`src/hw/rtl/sks_pkg.sv`:
```
// ----------------------------------------------------------------------------
// sks_pkg
// Shared types, codes and constants of the session keepalive supervisor.
// ----------------------------------------------------------------------------
package sks_pkg;

    localparam int unsigned TidW   = 31;
    localparam int unsigned TicksW = 16;
    localparam int unsigned LimitW = 8;
    localparam int unsigned CfgIdxW = 3;
    localparam int unsigned CfgDataW = 16;

    localparam logic [TidW-1:0]   TID_SKIP    = {TidW{1'b1}};
    localparam logic [TidW-1:0]   TID_FIRST   = TidW'(1);
    localparam logic [TicksW-1:0] TICKS_RESET = TicksW'(100);
    localparam logic [LimitW-1:0] LIMIT_RESET = LimitW'(3);
    localparam logic [LimitW-1:0] CNT_MAX     = {LimitW{1'b1}};

    // event codes
    typedef enum logic [3:0] {
        REQ_CONNECT    = 4'd0,
        REQ_DISCONNECT = 4'd1,
        REQ_SESS_RESP  = 4'd2,
        REQ_SESS_RETRY = 4'd3,
        REQ_SESS_TMO   = 4'd4,
        REQ_KA_TICK    = 4'd5,
        REQ_KA_RESP    = 4'd6,
        REQ_KA_TMO     = 4'd7,
        REQ_RECONNECT  = 4'd8
    } req_t;

    // configuration register indexes
    typedef enum logic [CfgIdxW-1:0] {
        CFG_RECONNECT_TICKS  = 3'd0,
        CFG_SESS_REPLY_TICKS = 3'd1,
        CFG_SESS_RETRY_LIMIT = 3'd2,
        CFG_KA_REPLY_TICKS   = 3'd3,
        CFG_KA_RETRY_LIMIT   = 3'd4
    } cfg_idx_t;

    typedef enum logic [1:0] {
        MSG_NONE      = 2'd0,
        MSG_ESTABLISH = 2'd1,
        MSG_LINK_TEST = 2'd2
    } msg_t;

    typedef enum logic [1:0] {
        TMR_NONE      = 2'd0,
        TMR_SESS      = 2'd1,
        TMR_KA        = 2'd2,
        TMR_RECONNECT = 2'd3
    } tmr_t;

    // session state, one-hot
    typedef enum logic [5:0] {
        ST_DISC     = 6'b000001,
        ST_CONN     = 6'b000010,
        ST_SESS_REQ = 6'b000100,
        ST_SESS_RSP = 6'b001000,
        ST_KA_REQ   = 6'b010000,
        ST_KA_RSP   = 6'b100000
    } sess_state_t;

    localparam logic [2:0] CODE_DISC     = 3'd0;
    localparam logic [2:0] CODE_CONN     = 3'd1;
    localparam logic [2:0] CODE_SESS_REQ = 3'd2;
    localparam logic [2:0] CODE_SESS_RSP = 3'd3;
    localparam logic [2:0] CODE_KA_REQ   = 3'd4;
    localparam logic [2:0] CODE_KA_RSP   = 3'd5;

    typedef struct packed {
        logic [3:0] req_type;
        logic       conn_exists;
    } sks_item_t;

    typedef struct packed {
        logic [TicksW-1:0] reconnect_ticks;
        logic [TicksW-1:0] session_reply_ticks;
        logic [LimitW-1:0] session_retry_limit;
        logic [TicksW-1:0] keepalive_reply_ticks;
        logic [LimitW-1:0] keepalive_retry_limit;
    } sks_cfg_t;

    typedef struct packed {
        msg_t              send_msg;
        logic [TidW-1:0]   trans_id;
        tmr_t              timer_start;
        logic [TicksW-1:0] timer_ticks;
        logic              drop_conn;
        logic              open_conn;
        logic              link_up;
        logic [2:0]        session_state;
    } sks_result_t;

    function automatic logic [2:0] state_code(sess_state_t st);
        logic [2:0] code;
        case (st)
            ST_DISC:     code = CODE_DISC;
            ST_CONN:     code = CODE_CONN;
            ST_SESS_REQ: code = CODE_SESS_REQ;
            ST_SESS_RSP: code = CODE_SESS_RSP;
            ST_KA_REQ:   code = CODE_KA_REQ;
            ST_KA_RSP:   code = CODE_KA_RSP;
            default:     code = CODE_DISC;
        endcase
        return code;
    endfunction

endpackage

```
`src/hw/rtl/sks_in_stage.sv`:
```
// ----------------------------------------------------------------------------
// sks_in_stage
// Input register of the supervisor with valid/stall handshake.
// ----------------------------------------------------------------------------
module sks_in_stage (
    input  logic              clk,
    input  logic              rst_n,
    input  logic              in_valid,
    output logic              in_stall,
    input  sks_pkg::sks_item_t in_item,
    input  logic              take,
    output logic              full,
    output sks_pkg::sks_item_t item
);
    import sks_pkg::*;

    logic      full_reg;
    logic      full_next;
    sks_item_t item_reg;
    logic      accept;

    // stage frees up in the same cycle its item moves on
    assign in_stall  = full_reg && !take;
    assign accept    = in_valid && !in_stall;
    assign full_next = accept || (full_reg && !take);

    always_ff @(posedge clk or negedge rst_n)
    begin
        if (!rst_n)
        begin
            full_reg <= 1'b0;
        end
        else
        begin
            full_reg <= full_next;
        end
    end

    always_ff @(posedge clk)
    begin
        if (accept)
        begin
            item_reg <= in_item;
        end
    end

    assign full = full_reg;
    assign item = item_reg;

endmodule

```
`src/hw/rtl/sks_engine.sv`:
```
// ----------------------------------------------------------------------------
// sks_engine
// Session state, retry counters and ID generator; one event per cycle on upd.
// ----------------------------------------------------------------------------
module sks_engine (
    input  logic                clk,
    input  logic                rst_n,
    input  logic                upd,
    input  sks_pkg::sks_item_t  item,
    input  sks_pkg::sks_cfg_t   cfg,
    output sks_pkg::sks_result_t res
);
    import sks_pkg::*;

    sess_state_t       st_reg, st_next;
    logic [LimitW-1:0] sr_reg, sr_next;
    logic [LimitW-1:0] kr_reg, kr_next;
    logic [TidW-1:0]   tid_reg, tid_next;
    logic [TidW-1:0]   new_id;
    logic              do_est;
    logic              do_lt;
    sks_result_t       r;

    always_comb
    begin
        st_next  = st_reg;
        sr_next  = sr_reg;
        kr_next  = kr_reg;
        tid_next = tid_reg;
        r        = '0;
        do_est   = 1'b0;
        do_lt    = 1'b0;
        r.send_msg    = MSG_NONE;
        r.timer_start = TMR_NONE;
        new_id = (tid_reg == TID_SKIP || tid_reg == '0) ? TID_FIRST : tid_reg;

        case (item.req_type)
            REQ_CONNECT:
            begin
                do_est = 1'b1;
            end
            REQ_DISCONNECT:
            begin
                st_next       = ST_DISC;
                sr_next       = '0;
                kr_next       = '0;
                r.timer_start = TMR_RECONNECT;
                r.timer_ticks = cfg.reconnect_ticks;
            end
            REQ_SESS_RESP:
            begin
                if (st_reg == ST_SESS_REQ)
                begin
                    st_next   = ST_SESS_RSP;
                    r.link_up = 1'b1;
                    do_lt     = 1'b1;
                end
            end
            REQ_SESS_RETRY:
            begin
                if (st_reg inside {ST_CONN, ST_SESS_REQ})
                begin
                    if (cfg.session_retry_limit > sr_reg)
                    begin
                        // only the connected state actually sends
                        do_est = (st_reg == ST_CONN);
                    end
                    else
                    begin
                        r.drop_conn = 1'b1;
                    end
                end
            end
            REQ_SESS_TMO:
            begin
                r.drop_conn = (st_reg == ST_SESS_REQ) && item.conn_exists;
            end
            REQ_KA_TICK:
            begin
                do_lt = st_reg inside {ST_SESS_RSP, ST_KA_REQ, ST_KA_RSP};
            end
            REQ_KA_RESP:
            begin
                kr_next = '0;
                st_next = ST_KA_RSP;
            end
            REQ_KA_TMO:
            begin
                r.drop_conn = (st_reg == ST_KA_REQ) && item.conn_exists;
            end
            REQ_RECONNECT:
            begin
                r.open_conn = !item.conn_exists;
            end
            default:
            begin
            end
        endcase

        // establish request
        if (do_est)
        begin
            st_next       = ST_SESS_REQ;
            r.timer_start = TMR_SESS;
            r.timer_ticks = cfg.session_reply_ticks;
            sr_next       = (sr_reg == CNT_MAX) ? sr_reg : sr_reg + LimitW'(1);
            r.send_msg    = MSG_ESTABLISH;
            r.trans_id    = new_id;
            tid_next      = new_id + TidW'(1);
        end

        // link test request, or drop once the unanswered limit is hit
        if (do_lt)
        begin
            if (cfg.keepalive_retry_limit <= kr_reg)
            begin
                r.drop_conn = 1'b1;
            end
            else
            begin
                st_next       = ST_KA_REQ;
                r.timer_start = TMR_KA;
                r.timer_ticks = cfg.keepalive_reply_ticks;
                kr_next       = (kr_reg == CNT_MAX) ? kr_reg : kr_reg + LimitW'(1);
                r.send_msg    = MSG_LINK_TEST;
                r.trans_id    = new_id;
                tid_next      = new_id + TidW'(1);
            end
        end

        r.session_state = state_code(st_next);
    end

    always_ff @(posedge clk or negedge rst_n)
    begin
        if (!rst_n)
        begin
            st_reg  <= ST_DISC;
            sr_reg  <= '0;
            kr_reg  <= '0;
            tid_reg <= TID_FIRST;
        end
        else if (upd)
        begin
            st_reg  <= st_next;
            sr_reg  <= sr_next;
            kr_reg  <= kr_next;
            tid_reg <= tid_next;
        end
    end

    assign res = r;

    // generator never holds zero
    a_tid_nonzero: assert property (@(posedge clk) disable iff (!rst_n)
        tid_reg != '0)
        else $error("transaction id register is zero");

    // an ID is reported exactly when a request goes out
    a_id_with_msg: assert property (@(posedge clk) disable iff (!rst_n)
        (r.send_msg == MSG_NONE) == (r.trans_id == '0))
        else $error("trans_id and send_msg disagree");

    // link comes up only out of the session request state
    a_link_up_src: assert property (@(posedge clk) disable iff (!rst_n)
        r.link_up |-> st_reg == ST_SESS_REQ)
        else $error("link_up outside session request state");

    // a sent request moves the generator on by one
    a_tid_step: assert property (@(posedge clk) disable iff (!rst_n)
        upd && r.send_msg != MSG_NONE |=> tid_reg == $past(r.trans_id) + TidW'(1))
        else $error("transaction id did not advance");

endmodule

```
`src/hw/rtl/session_keepalive_supervisor.sv`:
```
// ----------------------------------------------------------------------------
// session_keepalive_supervisor
// Link session supervisor: one event in, one action item out.
// ----------------------------------------------------------------------------
// Takes one event item per cycle while in_stall is low and returns exactly
// one result item per event, in order. An event passes an input register,
// then the state logic updates session state, retry counters and the
// transaction ID generator and writes the result into the output register,
// which raises out_valid; one event per cycle is sustained while out_stall is
// low. The input stage keeps accepting while a result waits on out_stall,
// until both registers are full.
// Configuration registers (reconnect_ticks, session_reply_ticks,
// session_retry_limit, keepalive_reply_ticks, keepalive_retry_limit) are
// written through cfg_we/cfg_index/cfg_data and should only change while no
// event is in flight. Unknown event codes report the unchanged state only.
// ----------------------------------------------------------------------------
module session_keepalive_supervisor (
    input  logic        clk,
    input  logic        rst_n,
    // event channel
    input  logic        in_valid,
    output logic        in_stall,
    input  logic [3:0]  req_type,
    input  logic        conn_exists,
    // result channel
    output logic        out_valid,
    input  logic        out_stall,
    output logic [1:0]  send_msg,
    output logic [30:0] trans_id,
    output logic [1:0]  timer_start,
    output logic [15:0] timer_ticks,
    output logic        drop_conn,
    output logic        open_conn,
    output logic        link_up,
    output logic [2:0]  session_state,
    // configuration
    input  logic        cfg_we,
    input  logic [2:0]  cfg_index,
    input  logic [15:0] cfg_data
);
    import sks_pkg::*;

    sks_item_t   in_item;
    sks_item_t   stage_item;
    logic        stage_full;
    logic        adv;
    sks_cfg_t    cfg_reg;
    sks_result_t res;
    sks_result_t out_reg;
    logic        out_valid_reg;
    logic        out_valid_next;

    assign in_item.req_type    = req_type;
    assign in_item.conn_exists = conn_exists;

    // event moves into the output register whenever that slot is free
    assign adv = stage_full && (!out_valid_reg || !out_stall);

    sks_in_stage u_in (
        .clk      (clk),
        .rst_n    (rst_n),
        .in_valid (in_valid),
        .in_stall (in_stall),
        .in_item  (in_item),
        .take     (adv),
        .full     (stage_full),
        .item     (stage_item)
    );

    sks_engine u_engine (
        .clk   (clk),
        .rst_n (rst_n),
        .upd   (adv),
        .item  (stage_item),
        .cfg   (cfg_reg),
        .res   (res)
    );

    // configuration registers; indexes past the list are ignored
    always_ff @(posedge clk or negedge rst_n)
    begin
        if (!rst_n)
        begin
            cfg_reg.reconnect_ticks       <= TICKS_RESET;
            cfg_reg.session_reply_ticks   <= TICKS_RESET;
            cfg_reg.session_retry_limit   <= LIMIT_RESET;
            cfg_reg.keepalive_reply_ticks <= TICKS_RESET;
            cfg_reg.keepalive_retry_limit <= LIMIT_RESET;
        end
        else if (cfg_we)
        begin
            case (cfg_index)
                CFG_RECONNECT_TICKS:  cfg_reg.reconnect_ticks       <= cfg_data;
                CFG_SESS_REPLY_TICKS: cfg_reg.session_reply_ticks   <= cfg_data;
                CFG_SESS_RETRY_LIMIT: cfg_reg.session_retry_limit   <= cfg_data[LimitW-1:0];
                CFG_KA_REPLY_TICKS:   cfg_reg.keepalive_reply_ticks <= cfg_data;
                CFG_KA_RETRY_LIMIT:   cfg_reg.keepalive_retry_limit <= cfg_data[LimitW-1:0];
                default:
                begin
                end
            endcase
        end
    end

    // output register: loads on adv, empties when taken
    assign out_valid_next = adv || (out_valid_reg && out_stall);

    always_ff @(posedge clk or negedge rst_n)
    begin
        if (!rst_n)
        begin
            out_valid_reg <= 1'b0;
        end
        else
        begin
            out_valid_reg <= out_valid_next;
        end
    end

    always_ff @(posedge clk)
    begin
        if (adv)
        begin
            out_reg <= res;
        end
    end

    assign out_valid     = out_valid_reg;
    assign send_msg      = out_reg.send_msg;
    assign trans_id      = out_reg.trans_id;
    assign timer_start   = out_reg.timer_start;
    assign timer_ticks   = out_reg.timer_ticks;
    assign drop_conn     = out_reg.drop_conn;
    assign open_conn     = out_reg.open_conn;
    assign link_up       = out_reg.link_up;
    assign session_state = out_reg.session_state;

endmodule
```
`config.mk`:
```
export PLATFORM = sky130hd
export DESIGN_NAME = session_keepalive_supervisor
export DESIGN_NICKNAME = d
export VERILOG_FILES = /design/src/hw/rtl/sks_pkg.sv /design/src/hw/rtl/sks_in_stage.sv /design/src/hw/rtl/sks_engine.sv /design/src/hw/rtl/session_keepalive_supervisor.sv
export SDC_FILE = /design/constraint.sdc
export NUM_CORES = 1
export LEC_CHECK = 0
export BUFFER_PORTS_ARGS = -buffer_cell sky130_fd_sc_hd__buf_4
export CELL_PAD_IN_SITES_DETAIL_PLACEMENT = 0
export CELL_PAD_IN_SITES_GLOBAL_PLACEMENT = 1
export CORE_UTILIZATION = 48
export DETAILED_ROUTE_END_ITERATION = 12
export HOLD_SLACK_MARGIN = 0.02
export PLACE_DENSITY_LB_ADDON = 0.1
export SETUP_SLACK_MARGIN = 0.05
export SLEW_MARGIN = 20
export SYNTH_ARGS = -nofsm -noshare
export SYNTH_HDL_FRONTEND = slang
export SYNTH_SLANG_ARGS = --single-unit
```
`constraint.sdc`:
```
create_clock -name clk -period 4.3 [get_ports clk]
set_input_delay 0 -clock clk [delete_from_list [all_inputs] [get_ports clk]]
set_output_delay 0 -clock clk [all_outputs]
set_load 0.01 [all_outputs]
```
## Word-level counts from Yosys, hierarchy flattened

Cells that the tools add are included.

- Flip-flop bits (word level): 181
- Input bits: 29
- Output and inout bits: 59
- Logic and storage cells: 112

- Add/sub/neg operators: 3
- Order comparisons: 2
- Equal/unequal tests: 27
- Multiplexer cells: 30
- Reductions and logical operators: 29

Operators with widths:

| operator | number |
|---|---|
| 2-to-1 mux 31 bit | 4 |
| 2-to-1 mux 8 bit | 7 |
| 2-to-1 mux 52 bit | 1 |
| 2-to-1 mux 51 bit | 1 |
| 2-to-1 mux 50 bit | 1 |
| adder 31 x 1 -> 31 bit (second input constant) | 1 |
| == test 31 bit (second input constant) | 1 |
| logical NOT 31 bit | 1 |
| 2-to-1 mux 6 bit | 4 |
| 2-to-1 mux 18 bit | 1 |
| case mux 6 bit (3 select lines) | 1 |
| adder 8 x 1 -> 8 bit (second input constant) | 2 |
| == test 4 x 3 -> 1 bit (second input constant) | 4 |
| == test 8 bit (second input constant) | 2 |
| case mux 3 bit (5 select lines) | 1 |
| == test 6 x 2 -> 1 bit (second input constant) | 2 |
| == test 6 x 3 -> 1 bit (second input constant) | 2 |
| == test 6 x 4 -> 1 bit (second input constant) | 2 |
| == test 6 x 5 -> 1 bit (second input constant) | 2 |
| == test 6 bit (second input constant) | 2 |
| AND reduction 2 bit | 6 |
| == test 4 x 2 -> 1 bit (second input constant) | 2 |
| greater-than comparator 8 bit | 1 |
| less-or-equal comparator 8 bit | 1 |
| other kinds (19) | 39 |

## Depth between registers and ports, before layout

Gate-level depths: netlist of run 1.

- Depth after elaboration: 9
- Mapped depth: 16
- Mapped depth without buffers: 13

## Modules after synthesis

Synthesis of run 1 repeated with hierarchy kept, for this count alone.

- Cell total of the unflattened synthesis: 746
- Area, all modules: 8790.9 µm²

By module, submodules not included:

| module | instances | cells an instance | area each (µm²) | seq. area each (µm²) |
|---|---|---|---|---|
| sks_engine | 1 | 537 | 4381.7 | 1328.8 |
| session_keepalive_supervisor | 1 | 199 | 4201.5 | 3354.5 |
| sks_in_stage | 1 | 10 | 207.7 | 175.2 |

## Worst setup path before layout of run 1

Ideal clock, no wire load.

- Path kind: reg2reg
- Start point: register out_valid_reg, in the netlist out_valid
- End point: register u_engine.kr_reg[2]
- Library setup time: 124 ps
- Arrival: 3727 ps
- Data required time: 4176 ps
- Setup slack: 449 ps
- Cell stages (with the launch flop): 9
- Path buffers: 1
- Period minus slack after synthesis: 3851 ps
- Cell sequence: dfrtp_1 -> nand2_1 -> nand2_1 -> inv_1 -> clkbuf_1 -> nand2_1 -> nor2_2 -> nor2_1 -> o31a_1

- Longest elaborated chain between the ends: 4

RTL lines:

| element | RTL line | text |
|---|---|---|
| start: declaration | session_keepalive_supervisor.sv:50 | `logic out_valid_reg;` |
| start signal: assignment | session_keepalive_supervisor.sv:116 | `out_valid_reg <= out_valid_next;` |
| logical NOT 1 bit | session_keepalive_supervisor.sv:57 | `assign adv = stage_full && (!out_valid_reg \|\| !out_stall);` |
| logical OR 1 bit | session_keepalive_supervisor.sv:57 |  |
| logical AND 1 bit | session_keepalive_supervisor.sv:57 |  |
| net adv | session_keepalive_supervisor.sv:46 | `logic adv;` |
| AND reduction 2 bit (no line) | -- |  |
| end signal: assignment | sks_engine.sv:147 | `kr_reg <= kr_next;` |
| end: declaration | sks_engine.sv:17 | `logic [LimitW-1:0] kr_reg, kr_next;` |

The timed path passes the listed nets, and every way through them passes these cells.
A chain may end at the register's enable or synchronous reset.

## Worst setup path after layout of run 1

- Start point: register u_engine.tid_reg[13]
- End point: register u_engine.tid_reg[30]

- Longest elaborated chain between the ends: 7
- Elaborated cells on any way between the ends: 8
- Classes of those cells: add/sub: 1; eq/ne: 1; mux: 4; reduce/logical: 2

RTL lines:

| element | RTL line | text |
|---|---|---|
| start: declaration | sks_engine.sv:18 | `logic [TidW-1:0] tid_reg, tid_next;` |
| start signal: assignment | sks_engine.sv:148 | `tid_reg <= tid_next;` |
| == test 31 bit / logical NOT 31 bit (equally long branches) | sks_engine.sv:35 | `new_id = (tid_reg == TID_SKIP \|\| tid_reg == '0) ? TID_FIRST : tid_reg;` |
| logical OR 1 bit | sks_engine.sv:35 |  |
| 2-to-1 mux 31 bit * | sks_engine.sv:35 |  |
| adder 31 x 1 -> 31 bit * | sks_engine.sv:109, sks_engine.sv:127 |  |
| 2-to-1 mux 31 bit | sks_engine.sv:101 | `if (do_est)` |
| 2-to-1 mux 31 bit | sks_engine.sv:115 | `if (cfg.keepalive_retry_limit <= kr_reg)` |
| 2-to-1 mux 31 bit * | sks_engine.sv:113 | `if (do_lt)` |

Every way passes the cells marked *; elsewhere a longest branch is shown, timed or not.

==> impl_results.rst, run 1 <==
.. list-table::
   :header-rows: 1

   * - Metric
     - Value
   * - Number of flops mapped to enable cells by yosys
     - 62
   * - TritonRoute pass-1 iters
     - 7
   * - Synthesized Nets
     - 811
   * - Combinational share of power
     - 17.5%
   * - Power density normalized to cell area
     - 438 mW/mm^2
   * - Worst reg2reg setup slack
     - 0.78 ns
   * - Mean post-synth cell area
     - 11.4 um^2
   * - Post-route clock period utilization
     - 81.8%
   * - Final std cells w/o fill
     - 1,109
   * - Wire length after detailed routing
     - 19,400 um
   * - Number of buffers added by the clock tree synthesis step
     - 17
   * - Count of clock tree sinks
     - 181
   * - Total half-perimeter wirelength after legalization and detailed placement
     - 12,800 um
   * - Layout Skew
     - 0.00727 ns
   * - Compound-Gate Fraction of Synth Area
     - 12.1%
   * - Internal power
     - 3310 uW
   * - Most used flip-flop cell after synthesis
     - dfrtp_1
   * - Type of element launching the critical path
     - flop
   * - Effective utilization at floorplan
     - 49.7%
   * - Mux share of post-synthesis cell area
     - 8.72%
   * - Cell chosen for the clock root
     - clkbuf_16
   * - Global-route wire length before repair
     - 31,800 um
   * - Synth Area in Adders
     - 2.73%
   * - Flip-flop count of the largest register, all copies and words added
     - 64
   * - Dominant combinational cell family by area after synthesis
     - simple AND/OR/NAND/NOR gates
   * - Die Outline Area
     - 0.0187 mm^2
   * - Number of cells after detailed placement
     - 1,052
   * - Number of design rule violations left after detail routing
     - 0
   * - # rows
     - 48
   * - Xor-xnor portion of the synthesized cell area
     - 1.00%
   * - Worst Hold Slack
     - -0.0173 ns
   * - Post-Synthesis Cell Area
     - 0.00872 mm^2
   * - Net total in the final layout
     - 919
   * - # H-tree levels
     - 4
   * - Max Clk Rate
     - 284 MHz
   * - Max-slew headroom at the worst pin
     - 34.3%
   * - Register area share after synthesis
     - 55.7%
   * - Share of async-settable or async-resettable flops after synthesis
     - 65.7%
   * - R2R Path Start
     - u_engine.tid_reg[13]
   * - Min-Delay Startpoint
     - cfg_index[1]
   * - Clk slew on worst S/H paths
     - 0.07 ns
   * - Top-level port count
     - 88
   * - GRT Util Overall
     - 22.2%
   * - Worst-Margin Slew
     - 0.984 ns
   * - Terminating pin of the worst hold path
     - cfg_reg[0]
   * - Routability Congestion
     - 0.844
   * - # Max-Cap Violations
     - 0
   * - Sum of negative setup slack
     - 0 ns
   * - Floorplan die height
     - 137 um
   * - Largest net degree at the start of global routing
     - 71
   * - Filler instances
     - 1,497
   * - TritonCTS clock tree
     - done
   * - Total core area
     - 0.0175 mm^2
   * - Number of max-slew violations in the final report
     - 0
   * - Sequential power share
     - 49.3%
   * - Period minus WS final
     - 3.52 ns
   * - Flop and latch count out of synthesis
     - 181
   * - Power dissipated by switching net loads
     - 1240 uW
   * - Mean routed wirelength per cell
     - 17.5 um
   * - WP data required
     - 4.60 ns
   * - Most frequent standard cell in the layout excluding fill and tap cells
     - dfrtp_1
   * - Type of the worst setup path
     - reg -> reg
   * - Critical-path maximum fanout
     - 9
   * - Sw Share
     - 27.2%
   * - Number of buffers between clock root and the deepest sink
     - 2
   * - Final global-route overflow total
     - 0
   * - Violations in the final reports
     - hold timing
   * - Crit path capture type
     - flop
   * - Lkg Pwr
     - 0.00426 uW
   * - Iter 0 DRT Violations
     - 435
   * - Via count
     - 6,344
   * - Post-layout utilization of the core
     - 59.3%
   * - Share of total power in the clock network
     - 33.2%
   * - Total setup violations reported at the end of the flow
     - 0
   * - Total count of hold-check failures in the final report
     - 1
   * - Average vias per placed instance
     - 5.72
   * - Synth Area in Simple Gates
     - 16.2%
   * - Max IR drop VDD
     - 294 uV
   * - Number of diodes added for antenna fixing
     - 0
   * - Area Overhead vs Synth
     - 19.2%
   * - Via count of the first global-routing pass
     - 6,217
   * - Clock insertion delay at the later pin of the skew report
     - 0.42 ns
   * - Unrepaired setup endpoints after global routing
     - no
   * - Hold Crit Class
     - in -> reg
   * - Worst hold path cell count
     - 4
   * - Die Wd
     - 137 um
   * - Critical Path AT
     - 3.82 ns
   * - Critical R2R Capture
     - u_engine.tid_reg[30]
   * - Commonest cells after routing, fill and taps aside
     - dfrtp_1, buf_4, mux2_2
   * - Outcome
     - complete, but fails checks
   * - Initial antenna violation count
     - 0
   * - Number of port buffers
     - 87
   * - Number of cell instances on the worst register-to-register path
     - 13
   * - Cells after Synth
     - 763
   * - Syn. warnings
     - 0
   * - Share of cells above drive strength 1
     - 27.4%
   * - Unique cell type count in the Yosys netlist
     - 64
   * - Final antenna-violating net count
     - 0
[cell usage after synthesis, types with 2 or more instances]
| cell | instances | area (um^2) |
|---|---|---|
| a211o_1 | 2 | 17.5 |
| a211oi_1 | 2 | 15.0 |
| a21o_1 | 2 | 15.0 |
| a21oi_1 | 41 | 205 |
| a31oi_1 | 10 | 62.6 |
| and2_1 | 37 | 231 |
| and3_1 | 10 | 62.6 |
| and4_1 | 3 | 26.3 |
| buf_2 | 11 | 55.1 |
| buf_6 | 4 | 45.0 |
| buf_8 | 2 | 30.0 |
| clkbuf_1 | 17 | 63.8 |
| dfrtp_1 | 104 | 2600 |
| dfstp_2 | 15 | 394 |
| edfxtp_1 | 62 | 1860 |
| ha_1 | 19 | 238 |
| inv_1 | 28 | 105 |
| mux2_2 | 64 | 721 |
| mux2i_1 | 4 | 40.0 |
| nand2_1 | 62 | 233 |
| nand2b_1 | 3 | 18.8 |
| nand3_1 | 34 | 170 |
| nand3b_1 | 2 | 15.0 |
| nand4_1 | 16 | 100 |
| nor2_1 | 44 | 165 |
| nor2_2 | 2 | 12.5 |
| nor2b_1 | 7 | 43.8 |
| nor3_1 | 12 | 60.1 |
| nor3b_1 | 4 | 30.0 |
| nor4_1 | 8 | 50.1 |
| nor4_2 | 2 | 25.0 |
| o2111ai_1 | 2 | 17.5 |
| o211ai_1 | 2 | 15.0 |
| o21ai_0 | 28 | 140 |
| o21ai_1 | 14 | 70.1 |
| o22ai_1 | 17 | 106 |
| o31ai_1 | 5 | 37.5 |
| o31ai_2 | 17 | 213 |
| o41ai_1 | 2 | 17.5 |
| o41ai_2 | 3 | 48.8 |
| or2_2 | 5 | 31.3 |
| or3_1 | 5 | 31.3 |
| xnor2_1 | 8 | 70.1 |
| xor2_1 | 2 | 17.5 |
[worst max-delay path, cell delays in order, from the launching register on]
cell,delay (ns)
dfrtp_1,0.50
nand4_1,0.21
or2_1,0.33
nor4_2,0.28
a41o_1,0.23
or2_2,0.12
ha_1,0.23
and3_1,0.26
nand3_1,0.12
nor4_1,0.46
and3_1,0.31
a31oi_1,0.10
o21ai_1,0.15
o31ai_2,0.08
[cells by family after synthesis]
group / after synthesis
buffers and inverters: 64
adders and majority gates: 19
xor gates and xnor gates: 10
DFF: 181
AOI/OAI and AO/OA: 155
and+or+nand+nor: 266
muxes: 68
[power by group through the flow]
stage | clock network (uW) | registers [uW] | logic (uW)
2_1_floorplan | 0 | 2240 | 532
4_1_cts | 1540 | 2240 | 808
5_1_grt | 1620 | 2280 | 893
3_3_place_gp | 0 | 2260 | 750
6_report | 1510 | 2240 | 798
3_5_place_dp | 0 | 2270 | 784
[cell type report]
| type | count | area [um^2] | area share, % |
|---|---|---|---|
| Clock inverter | 7 | 70.1 | 0.674 |
| Multi-Input combinational cell | 518 | 3590 | 34.5 |
| Inverter | 29 | 109 | 1.05 |
| Sequential cell | 181 | 4860 | 46.7 |
| Clock buffer | 25 | 497 | 4.78 |
| Timing Repair Buffer | 124 | 993 | 9.56 |
| Tap cell | 225 | 282 | 2.71 |
[per-layer routing]
metal | part of all wire (%) | global-route usage (%) | wire length, um | vias up
met4 | 1.3 | 6.53 | 261 | 0
met5 | 0 | 0 | 0 | -
met3 | 3.6 | 3.81 | 706 | 22
met1 | 45 | 29.7 | 8780 | 3180
li1 | - | - | - | 3015
met2 | 50 | 37.0 | 9670 | 127
[how the worst max path moves through the flow]
stage	start	end	cells after the start
after floorplan	out_valid	u_engine.kr_reg[2]	8
after global placement	u_engine.tid_reg[13]	u_engine.tid_reg[30]	13
after detailed placement	u_engine.tid_reg[13]	u_engine.tid_reg[30]	13
after CTS	u_engine.tid_reg[13]	u_engine.tid_reg[30]	13
after global routing	u_engine.tid_reg[13]	u_engine.tid_reg[30]	13
final	u_engine.tid_reg[13]	u_engine.tid_reg[30]	13
[stage by stage]
stage	power [uW]	cell area [um^2]	worst slack, ns
after floorplan	2770	8720	0.449
after CTS	4590	10400	0.798
final	4550	10400	0.782
after global placement	3010	9570	0.900
after detailed placement	3060	9570	0.815
after global routing	4790	10400	0.460
[what timing repair did]
action / 4_1_cts / 5_1_grt
buffers inserted: 0 / 0
endpoints found under the hold margin: 114 / 0
gates resized for setup: 0 / 0
hold buffers: 25 / 0
No activity file was read; power rests on OpenSTA's default activity.
==> run 2, diff against run 1 <==
clock period = 3.5 ns   (was 4.3 ns; I/O delays follow)
==> run 2 against run 1 <==
  * The flow now finishes without violations
  * Combinational power rose by 23%
  * Core utilization rose by 0.90 points
  * Flip-flop and latch count did not move
==> impl_results.rst, run 2 (synthesized netlist as in run 1, its figures left out) <==
.. list-table::
   :header-rows: 1

   * - Metric
     - Value
   * - Number of diodes added for antenna fixing
     - 0 (unchanged)
   * - Type of the worst setup path
     - reg -> reg (unchanged)
   * - Total half-perimeter wirelength after legalization and detailed placement
     - 12,900 um (was 12,800 um)
   * - Critical Path AT
     - 3.56 ns (was 3.82 ns)
   * - Hold Crit Class
     - in -> async (was in -> reg)
   * - Crit path capture type
     - flop (unchanged)
   * - Final global-route overflow total
     - 0 (unchanged)
   * - Power density normalized to cell area
     - 536 mW/mm^2 (was 438 mW/mm^2)
   * - Post-route clock period utilization
     - 92.9% (was 81.8%)
   * - Number of design rule violations left after detail routing
     - 0 (unchanged)
   * - Average vias per placed instance
     - 5.69 (was 5.72)
   * - Routing usage on met3
     - 3.48% (was 3.81%)
   * - WP data required
     - 3.81 ns (was 4.60 ns)
   * - Post-detailed-placement cell area
     - 0.00960 mm^2 (was 0.00957 mm^2)
   * - Clk slew on worst S/H paths
     - 0.07 ns (about the same)
   * - Wire length after detailed routing
     - 19,200 um (was 19,400 um)
   * - Max Clk Rate
     - 307 MHz (was 284 MHz)
   * - Share of cells above drive strength 1
     - 29.1% (was 27.4%)
   * - Number of max-slew violations in the final report
     - 0 (unchanged)
   * - Layout Skew
     - 0.0104 ns (was 0.00727 ns)
   * - # Max-Cap Violations
     - 0 (unchanged)
   * - Most frequent standard cell in the layout excluding fill and tap cells
     - buf_4 (was dfrtp_1)
   * - Number of buffers between clock root and the deepest sink
     - 2 (unchanged)
   * - Sum of negative setup slack
     - 0 ns (unchanged)
   * - Number of port buffers
     - 87 (unchanged)
   * - Filler instances
     - 1,468 (was 1,497)
   * - # H-tree levels
     - 4 (unchanged)
   * - TritonRoute pass-1 iters
     - 5 (was 7)
   * - Routability Congestion
     - 0.859 (was 0.844)
   * - Net total in the final layout
     - 929 (was 919)
   * - Number of buffers added by the clock tree synthesis step
     - 17 (unchanged)
   * - Critical Path End
     - u_engine.tid_reg[30] (unchanged)
   * - Critical R2R Capture
     - u_engine.tid_reg[30] (unchanged)
   * - Die Outline Area
     - 0.0187 mm^2 (unchanged)
   * - Met2 global-route usage
     - 37.3% (was 37.0%)
   * - GRT busiest layer
     - met2 (unchanged)
   * - Mean routed wirelength per cell
     - 17.2 um (was 17.5 um)
   * - Type of element launching the critical path
     - flop (unchanged)
   * - GRT Util Overall
     - 22.1% (was 22.2%)
   * - Total setup violations reported at the end of the flow
     - 0 (unchanged)
   * - Met1 global-route usage
     - 29.2% (was 29.7%)
   * - Commonest cells after routing, fill and taps aside
     - buf_4, dfrtp_1, mux2_2 (was dfrtp_1, buf_4, mux2_2)
   * - Effective utilization at floorplan
     - 49.7% (unchanged)
   * - Sequential power share
     - 48.7% (was 49.3%)
   * - Outcome
     - completed (was complete, but fails checks)
   * - Power dissipated by switching net loads
     - 1560 uW (was 1240 uW)
   * - Count of clock tree sinks
     - 181 (unchanged)
   * - Unrepaired setup endpoints after global routing
     - no (unchanged)
   * - Period minus WS final
     - 3.25 ns (was 3.52 ns)
   * - Cell chosen for the clock root
     - clkbuf_16 (unchanged)
   * - Max IR drop VDD
     - 348 uV (was 294 uV)
   * - R2R Path Start
     - u_engine.tid_reg[13] (unchanged)
   * - Lkg Pwr
     - 0.00434 uW (was 0.00426 uW)
   * - Total count of hold-check failures in the final report
     - 0 (was 1)
   * - Top-level port count
     - 88 (unchanged)
   * - Combinational share of power
     - 17.4% (was 17.5%)
   * - Iter 0 DRT Violations
     - 407 (was 435)
   * - Largest net degree at the start of global routing
     - 80 (was 71)
   * - # rows
     - 48 (unchanged)
   * - Die Wd
     - 137 um (unchanged)
   * - Number of cell instances on the worst register-to-register path
     - 13 (unchanged)
   * - Share of total power in the clock network
     - 33.9% (was 33.2%)
   * - Total core area
     - 0.0175 mm^2 (unchanged)
   * - TritonCTS clock tree
     - done (unchanged)
   * - Via count
     - 6,362 (was 6,344)
   * - Clock insertion delay at the later pin of the skew report
     - 0.43 ns (was 0.42 ns)
   * - Final antenna-violating net count
     - 0 (unchanged)
   * - Global-route wire length before repair
     - 31,800 um (about the same)
   * - Area of all placed cells without fillers
     - 0.0106 mm^2 (was 0.0104 mm^2)
   * - Worst Hold Slack
     - 0.0260 ns (was -0.0173 ns)
   * - Floorplan die height
     - 137 um (unchanged)
   * - Internal power
     - 4090 uW (was 3310 uW)
   * - Critical-path maximum fanout
     - 9 (unchanged)
   * - Worst reg2reg setup slack
     - 0.25 ns (was 0.78 ns)
   * - Area Overhead vs Synth
     - 21.0% (was 19.2%)
   * - Via count of the first global-routing pass
     - 6,388 (was 6,217)
   * - Worst-Margin Slew
     - 1.05 ns (was 0.984 ns)
   * - Worst setup startpoint
     - u_engine.tid_reg[13] (unchanged)
   * - Initial antenna violation count
     - 0 (unchanged)
   * - Max-slew headroom at the worst pin
     - 29.5% (was 34.3%)
   * - Sw Share
     - 27.6% (was 27.2%)
   * - Flip-flop count of the largest register, all copies and words added
     - 64 (unchanged)
==> run 2: power by group through the flow <==
stage          clock (uW)  sequential [uW]  combinational, uW
2_1_floorplan           0             2750                654
3_3_place_gp            0             2770                919
3_5_place_dp            0             2790                959
4_1_cts              1950             2750                987
5_1_grt              2040             2800               1110
6_report             1920             2750                985
==> run 2: critical path, stage by stage, from the launching register on <==
cell and delay [ns]:
dfrtp_2 0.44, nand4_1 0.18, or2_4 0.32, nor4_2 0.25
a41o_1 0.24, or2_2 0.12, ha_1 0.22, and3_4 0.23
nand3_1 0.15, nor4_4 0.37, and3_4 0.25, a31oi_1 0.09
o21ai_1 0.17, o31ai_2 0.09
==> run 2: layout make-up <==
class / count / area, um^2 / share of cell area (%)
Multi-Input combinational cell: 518 / 3600 / 34.2
Clock buffer: 21 / 483 / 4.58
Clock inverter: 11 / 113 / 1.07
Sequential cell: 181 / 4860 / 46.1
Tap cell: 225 / 282 / 2.67
Timing Repair Buffer: 134 / 1100 / 10.4
Inverter: 29 / 109 / 1.03
==> run 2: repair_timing <==
item,4_1_cts,5_1_grt
buffers inserted,0,2
pin swaps,0,2
hold buffers,28,0
gates resized for setup,1,9
setup endpoints to repair,1,5
hold endpoints to repair,133,0
==> run 2: metal layers <==
layer | vias to the layer above | share of wire, %
met5 | - | 0
met4 | 0 | 1.2
met3 | 17 | 3.2
met2 | 133 | 50
met1 | 3179 | 46
li1 | 3033 | -
==> run 2: worst min-delay path by stage <==
stage | cells after the start | from | endpoint | slack [ns]
after CTS | 5 | cfg_index[2] | cfg_reg[0] | 0.05
after floorplan | 0 | rst_n | cfg_reg[11] | -0.30
after global placement | 1 | conn_exists | u_in.item[0] | 0.18
after detailed placement | 1 | req_type[2] | u_in.item[3] | 0.18
final | 2 | rst_n | cfg_reg[11] | 0.03
after global routing | 2 | rst_n | cfg_reg[3] | 0.05
==> run 2: metrics by stage <==
stage               utilization, %  power (uW)  worst slack [ns]  std cells
floorplan                        -        3400             0.399        763
global placement              54.7        3690             0.115       1056
detailed placement            54.7        3750            0.0680       1056
CTS                           59.8        5690             0.135       1116
global route                  60.2        5950            0.0527       1119
finish                        60.2        5650             0.248       1119
==> run 3, diff against run 2 <==
--- a/config.mk
+++ b/config.mk
@@ -6,8 +6,9 @@
 export NUM_CORES = 1
 export LEC_CHECK = 0
+export ABC_AREA = 1
 export BUFFER_PORTS_ARGS = -buffer_cell sky130_fd_sc_hd__buf_4
 export CELL_PAD_IN_SITES_DETAIL_PLACEMENT = 0
 export CELL_PAD_IN_SITES_GLOBAL_PLACEMENT = 1
-export CORE_UTILIZATION = 48
+export CORE_UTILIZATION = 45
 export DETAILED_ROUTE_END_ITERATION = 12
 export HOLD_SLACK_MARGIN = 0.02
==> constraint.sdc (replaced) <==
create_clock -name clk -period 3.5 [get_ports clk]
set_input_delay 0 -clock clk [delete_from_list [all_inputs] [get_ports clk]]
set_output_delay 0 -clock clk [all_outputs]
set_load 0.05 [all_outputs]
==> run 3 against run 2 <==
  * Register-to-register slack improved by 0.32 ns
  * Sequential power fell by 2%
  * First-iteration DRC count grew 31%
  * Fmax grew 11%
  * Wire length increased by 16%
  * Sequential share of layout area decreased by 1.2 points
  * Clock power up 4%
  * Via count increased by 14%
  * Critical path type unchanged
  * Critical endpoint is now u_engine.tid_reg[25]
  * Largest cell class unchanged
==> impl_results.rst, run 3 <==
.. list-table::
   :header-rows: 1

   * - Metric
     - Value
   * - Proportion of netlist area held by the largest area contributor
     - 28.8% (was 29.8%)
   * - TritonCTS clock tree
     - done (unchanged)
   * - Filler instances
     - 1,864 (was 1,468)
   * - Worst-Margin Slew
     - 0.995 ns (was 1.05 ns)
   * - # H-tree levels
     - 4 (unchanged)
   * - Type of element launching the critical path
     - flop (unchanged)
   * - Die Outline Area
     - 0.0207 mm^2 (was 0.0187 mm^2)
   * - Cell chosen for the clock root
     - clkbuf_16 (unchanged)
   * - Total core area
     - 0.0196 mm^2 (was 0.0175 mm^2)
   * - Clock insertion delay at the later pin of the skew report
     - 0.45 ns (was 0.43 ns)
   * - Total count of hold-check failures in the final report
     - 0 (unchanged)
   * - WP data required
     - 3.84 ns (was 3.81 ns)
   * - Synth cell count leaders
     - nand2_1, nor2_1, inv_1 (was dfrtp_1, mux2_2, edfxtp_1, nand2_1, nor2_1)
   * - Most used flip-flop cell after synthesis
     - dfrtp_1 (unchanged)
   * - Net total in the final layout
     - 1,208 (was 929)
   * - Total power
     - 5840 uW (was 5650 uW)
   * - Count of clock tree sinks
     - 181 (unchanged)
   * - R2R Path Start
     - u_engine.kr_reg[3] (was u_engine.tid_reg[13])
   * - Total setup violations reported at the end of the flow
     - 0 (unchanged)
   * - Crit path capture type
     - flop (unchanged)
   * - Max Clk Rate
     - 341 MHz (was 307 MHz)
   * - Register area share after synthesis
     - 53.7% (was 55.7%)
   * - Power dissipated by switching net loads
     - 1890 uW (was 1560 uW)
   * - Mean post-synth cell area
     - 8.59 um^2 (was 11.4 um^2)
   * - Share of async-settable or async-resettable flops after synthesis
     - 65.7% (unchanged)
   * - Share of cells above drive strength 1
     - 16.1% (was 29.1%)
   * - Flip-flop count of the largest register, all copies and words added
     - 64 (unchanged)
   * - Critical-path maximum fanout
     - 24 (was 9)
   * - Number of buffers added by the clock tree synthesis step
     - 17 (unchanged)
   * - Worst Hold Slack
     - 0.0998 ns (was 0.0260 ns)
   * - Power density normalized to cell area
     - 540 mW/mm^2 (was 536 mW/mm^2)
   * - Most frequent standard cell in the layout excluding fill and tap cells
     - nand2_1 (was buf_4)
   * - Mean routed wirelength per cell
     - 15.5 um (was 17.2 um)
   * - Post-layout utilization of the core
     - 55.2% (was 60.2%)
   * - Effective utilization at floorplan
     - 46.1% (was 49.7%)
   * - Outcome
     - completed (unchanged)
   * - Sw Share
     - 32.3% (was 27.6%)
   * - Clk slew on worst S/H paths
     - 0.08 ns (was 0.07 ns)
   * - Sequential Area
     - 0.00486 mm^2 (about the same)
   * - # Max-Cap Violations
     - 0 (unchanged)
   * - Max-slew headroom at the worst pin
     - 33.5% (was 29.5%)
   * - Largest cells by area after synthesis
     - dfrtp_1, edfxtp_1, nand2_1 (was dfrtp_1, edfxtp_1, mux2_2)
   * - Top-level port count
     - 88 (unchanged)
   * - Initial antenna violation count
     - 0 (unchanged)
   * - Number of design rule violations left after detail routing
     - 0 (unchanged)
   * - Final global-route overflow total
     - 0 (unchanged)
   * - Iter 0 DRT Violations
     - 533 (was 407)
   * - Total half-perimeter wirelength after legalization and detailed placement
     - 14,900 um (was 12,900 um)
   * - Worst setup margin
     - 0.563 ns (was 0.248 ns)
   * - Unique cell type count in the Yosys netlist
     - 41 (was 64)
   * - Routability Congestion
     - 0.805 (was 0.859)
   * - Commonest cells after routing, fill and taps aside
     - nand2_1, nor2_1, inv_1 (was buf_4, dfrtp_1, mux2_2)
   * - Combinational share of power
     - 19.7% (was 17.4%)
   * - Global-route wire length before repair
     - 36,900 um (was 31,800 um)
   * - Worst setup startpoint
     - u_engine.kr_reg[3] (was u_engine.tid_reg[13])
   * - Hold Crit Class
     - in -> async (unchanged)
   * - Flop and latch count out of synthesis
     - 181 (unchanged)
   * - Hold-fix buffers at CTS
     - 25 (was 28)
   * - Lkg Pwr
     - 0.00492 uW (was 0.00434 uW)
   * - Via count
     - 7,275 (was 6,362)
   * - Unrepaired setup endpoints after global routing
     - no (unchanged)
   * - Sequential power share
     - 46.2% (was 48.7%)
   * - Max IR drop VDD
     - 352 uV (was 348 uV)
   * - Cells after Synth
     - 1,052 (was 763)
   * - Die Wd
     - 144 um (was 137 um)
   * - Gates resized, CTS repair
     - 0 (was 1)
   * - Biggest area consumer among synthesized cells
     - dfrtp_1 (unchanged)
   * - Floorplan die height
     - 144 um (was 137 um)
   * - Worst setup timing slack at the placement stage
     - 0.557 ns (was 0.0680 ns)
   * - GRT Util Overall
     - 23.4% (was 22.1%)
   * - Number of max-slew violations in the final report
     - 0 (unchanged)
   * - Share of total power in the clock network
     - 34.1% (was 33.9%)
   * - Syn. warnings
     - 0 (unchanged)
   * - Post-Synthesis Cell Area
     - 0.00904 mm^2 (was 0.00872 mm^2)
   * - Layout Skew
     - 0.0158 ns (was 0.0104 ns)
   * - Top-count cell post-synth
     - nand2_1 (was dfrtp_1)
   * - Number of flops mapped to enable cells by yosys
     - 62 (unchanged)
   * - Post-route clock period utilization
     - 83.9% (was 92.9%)
   * - Area Overhead vs Synth
     - 19.6% (was 21.0%)
   * - Number of diodes added for antenna fixing
     - 0 (unchanged)
   * - Wire length after detailed routing
     - 22,300 um (was 19,200 um)
   * - Final antenna-violating net count
     - 0 (unchanged)
   * - Type of the worst setup path
     - reg -> reg (unchanged)
   * - Sum of negative setup slack
     - 0 ns (unchanged)
   * - # rows
     - 51 (was 48)
   * - Internal power
     - 3950 uW (was 4090 uW)
   * - Via count of the first global-routing pass
     - 6,890 (was 6,388)
   * - Combined area of the multi-input logic cells
     - 0.00354 mm^2 (was 0.00360 mm^2)
   * - Largest net degree at the start of global routing
     - 81 (was 80)
   * - TritonRoute pass-1 iters
     - 5 (unchanged)
   * - Number of port buffers
     - 87 (unchanged)
   * - Period minus WS final
     - 2.94 ns (was 3.25 ns)
   * - Average vias per placed instance
     - 5.06 (was 5.69)
   * - Number of buffers between clock root and the deepest sink
     - 2 (unchanged)
   * - Synthesized Nets
     - 1,100 (was 811)
   * - Critical Path AT
     - 3.28 ns (was 3.56 ns)
   * - Post-CTS setup repair buffer count
     - 0 (unchanged)
## run 3: logic make-up (layout without fill, tap and decap cells)
family                     count (synthesis)  in the layout  synth area share, %
xor gates and xnor gates                  20             20                 1.94
adders and majority gates                 19             19                 2.63
DFF                                      181            181                 53.7
buffers and inverters                    157            278                 7.21
AOI/OAI and AO/OA                        147            147                 8.64
and+or+nand+nor                          528            528                 25.8
## run 3: routing by layer
| metal | wire [um] | vias up | global-route usage (%) |
|---|---|---|---|
| li1 | - | 3669 | - |
| met1 | 11400 | 3409 | 34.9 |
| met2 | 9680 | 179 | 34.9 |
| met3 | 1010 | 18 | 4.33 |
| met4 | 221 | 0 | 5.99 |
| met5 | 0 | - | 0 |
## run 3: critical path, cell delays in order, from the launching register on
cell	delay [ns]
dfrtp_1	0.39
inv_1	0.10
ha_1	0.29
nand2_1	0.05
inv_1	0.07
nand2_1	0.05
nand2_1	0.06
nand2_1	0.05
nand2_1	0.12
nand3_4	0.31
nand3_2	0.29
buf_4	0.34
nand3_4	0.33
inv_1	0.17
o21ai_0	0.09
o21ai_1	0.07
inv_1	0.05
## run 3: final cells by class
type | instances | area share (%)
sequential | 181 | 44.9
multi-input combinational | 714 | 32.7
timing repair buffer | 125 | 9.37
clock buffer | 19 | 4.40
inverter | 121 | 4.21
tap | 265 | 3.07
clock inverter | 13 | 1.33
## run 3: worst paths after layout
check / endpoint / slack, ns / depth (start not counted)
hold reg to reg: out_valid / 0.49 / 2
min in group clk: cfg_reg[24] / 0.19 / 3
max in group asynchronous: cfg_reg[1] / 2.54 / 3
setup / recovery: u_engine.tid_reg[25] / 0.56 / 16
hold / removal: u_engine.sr_reg[6] / 0.1 / 2
setup reg to reg: u_engine.tid_reg[25] / 0.56 / 16
## run 3: power groups by stage
stage | registers [uW] | logic [uW] | clock network [uW]
after floorplan | 2890 | 628 | 0
after global placement | 2730 | 1120 | 0
after detailed placement | 2740 | 1140 | 0
after CTS | 2700 | 1160 | 2040
after global routing | 2740 | 1320 | 2130
final | 2700 | 1150 | 1990
## run 3: per-stage QoR
step,cell area (um^2),instances
after global routing,10800,1438
final,10800,1438
after detailed placement,9940,1381
after floorplan,9040,1052
after CTS,10800,1438
after global placement,9940,1381
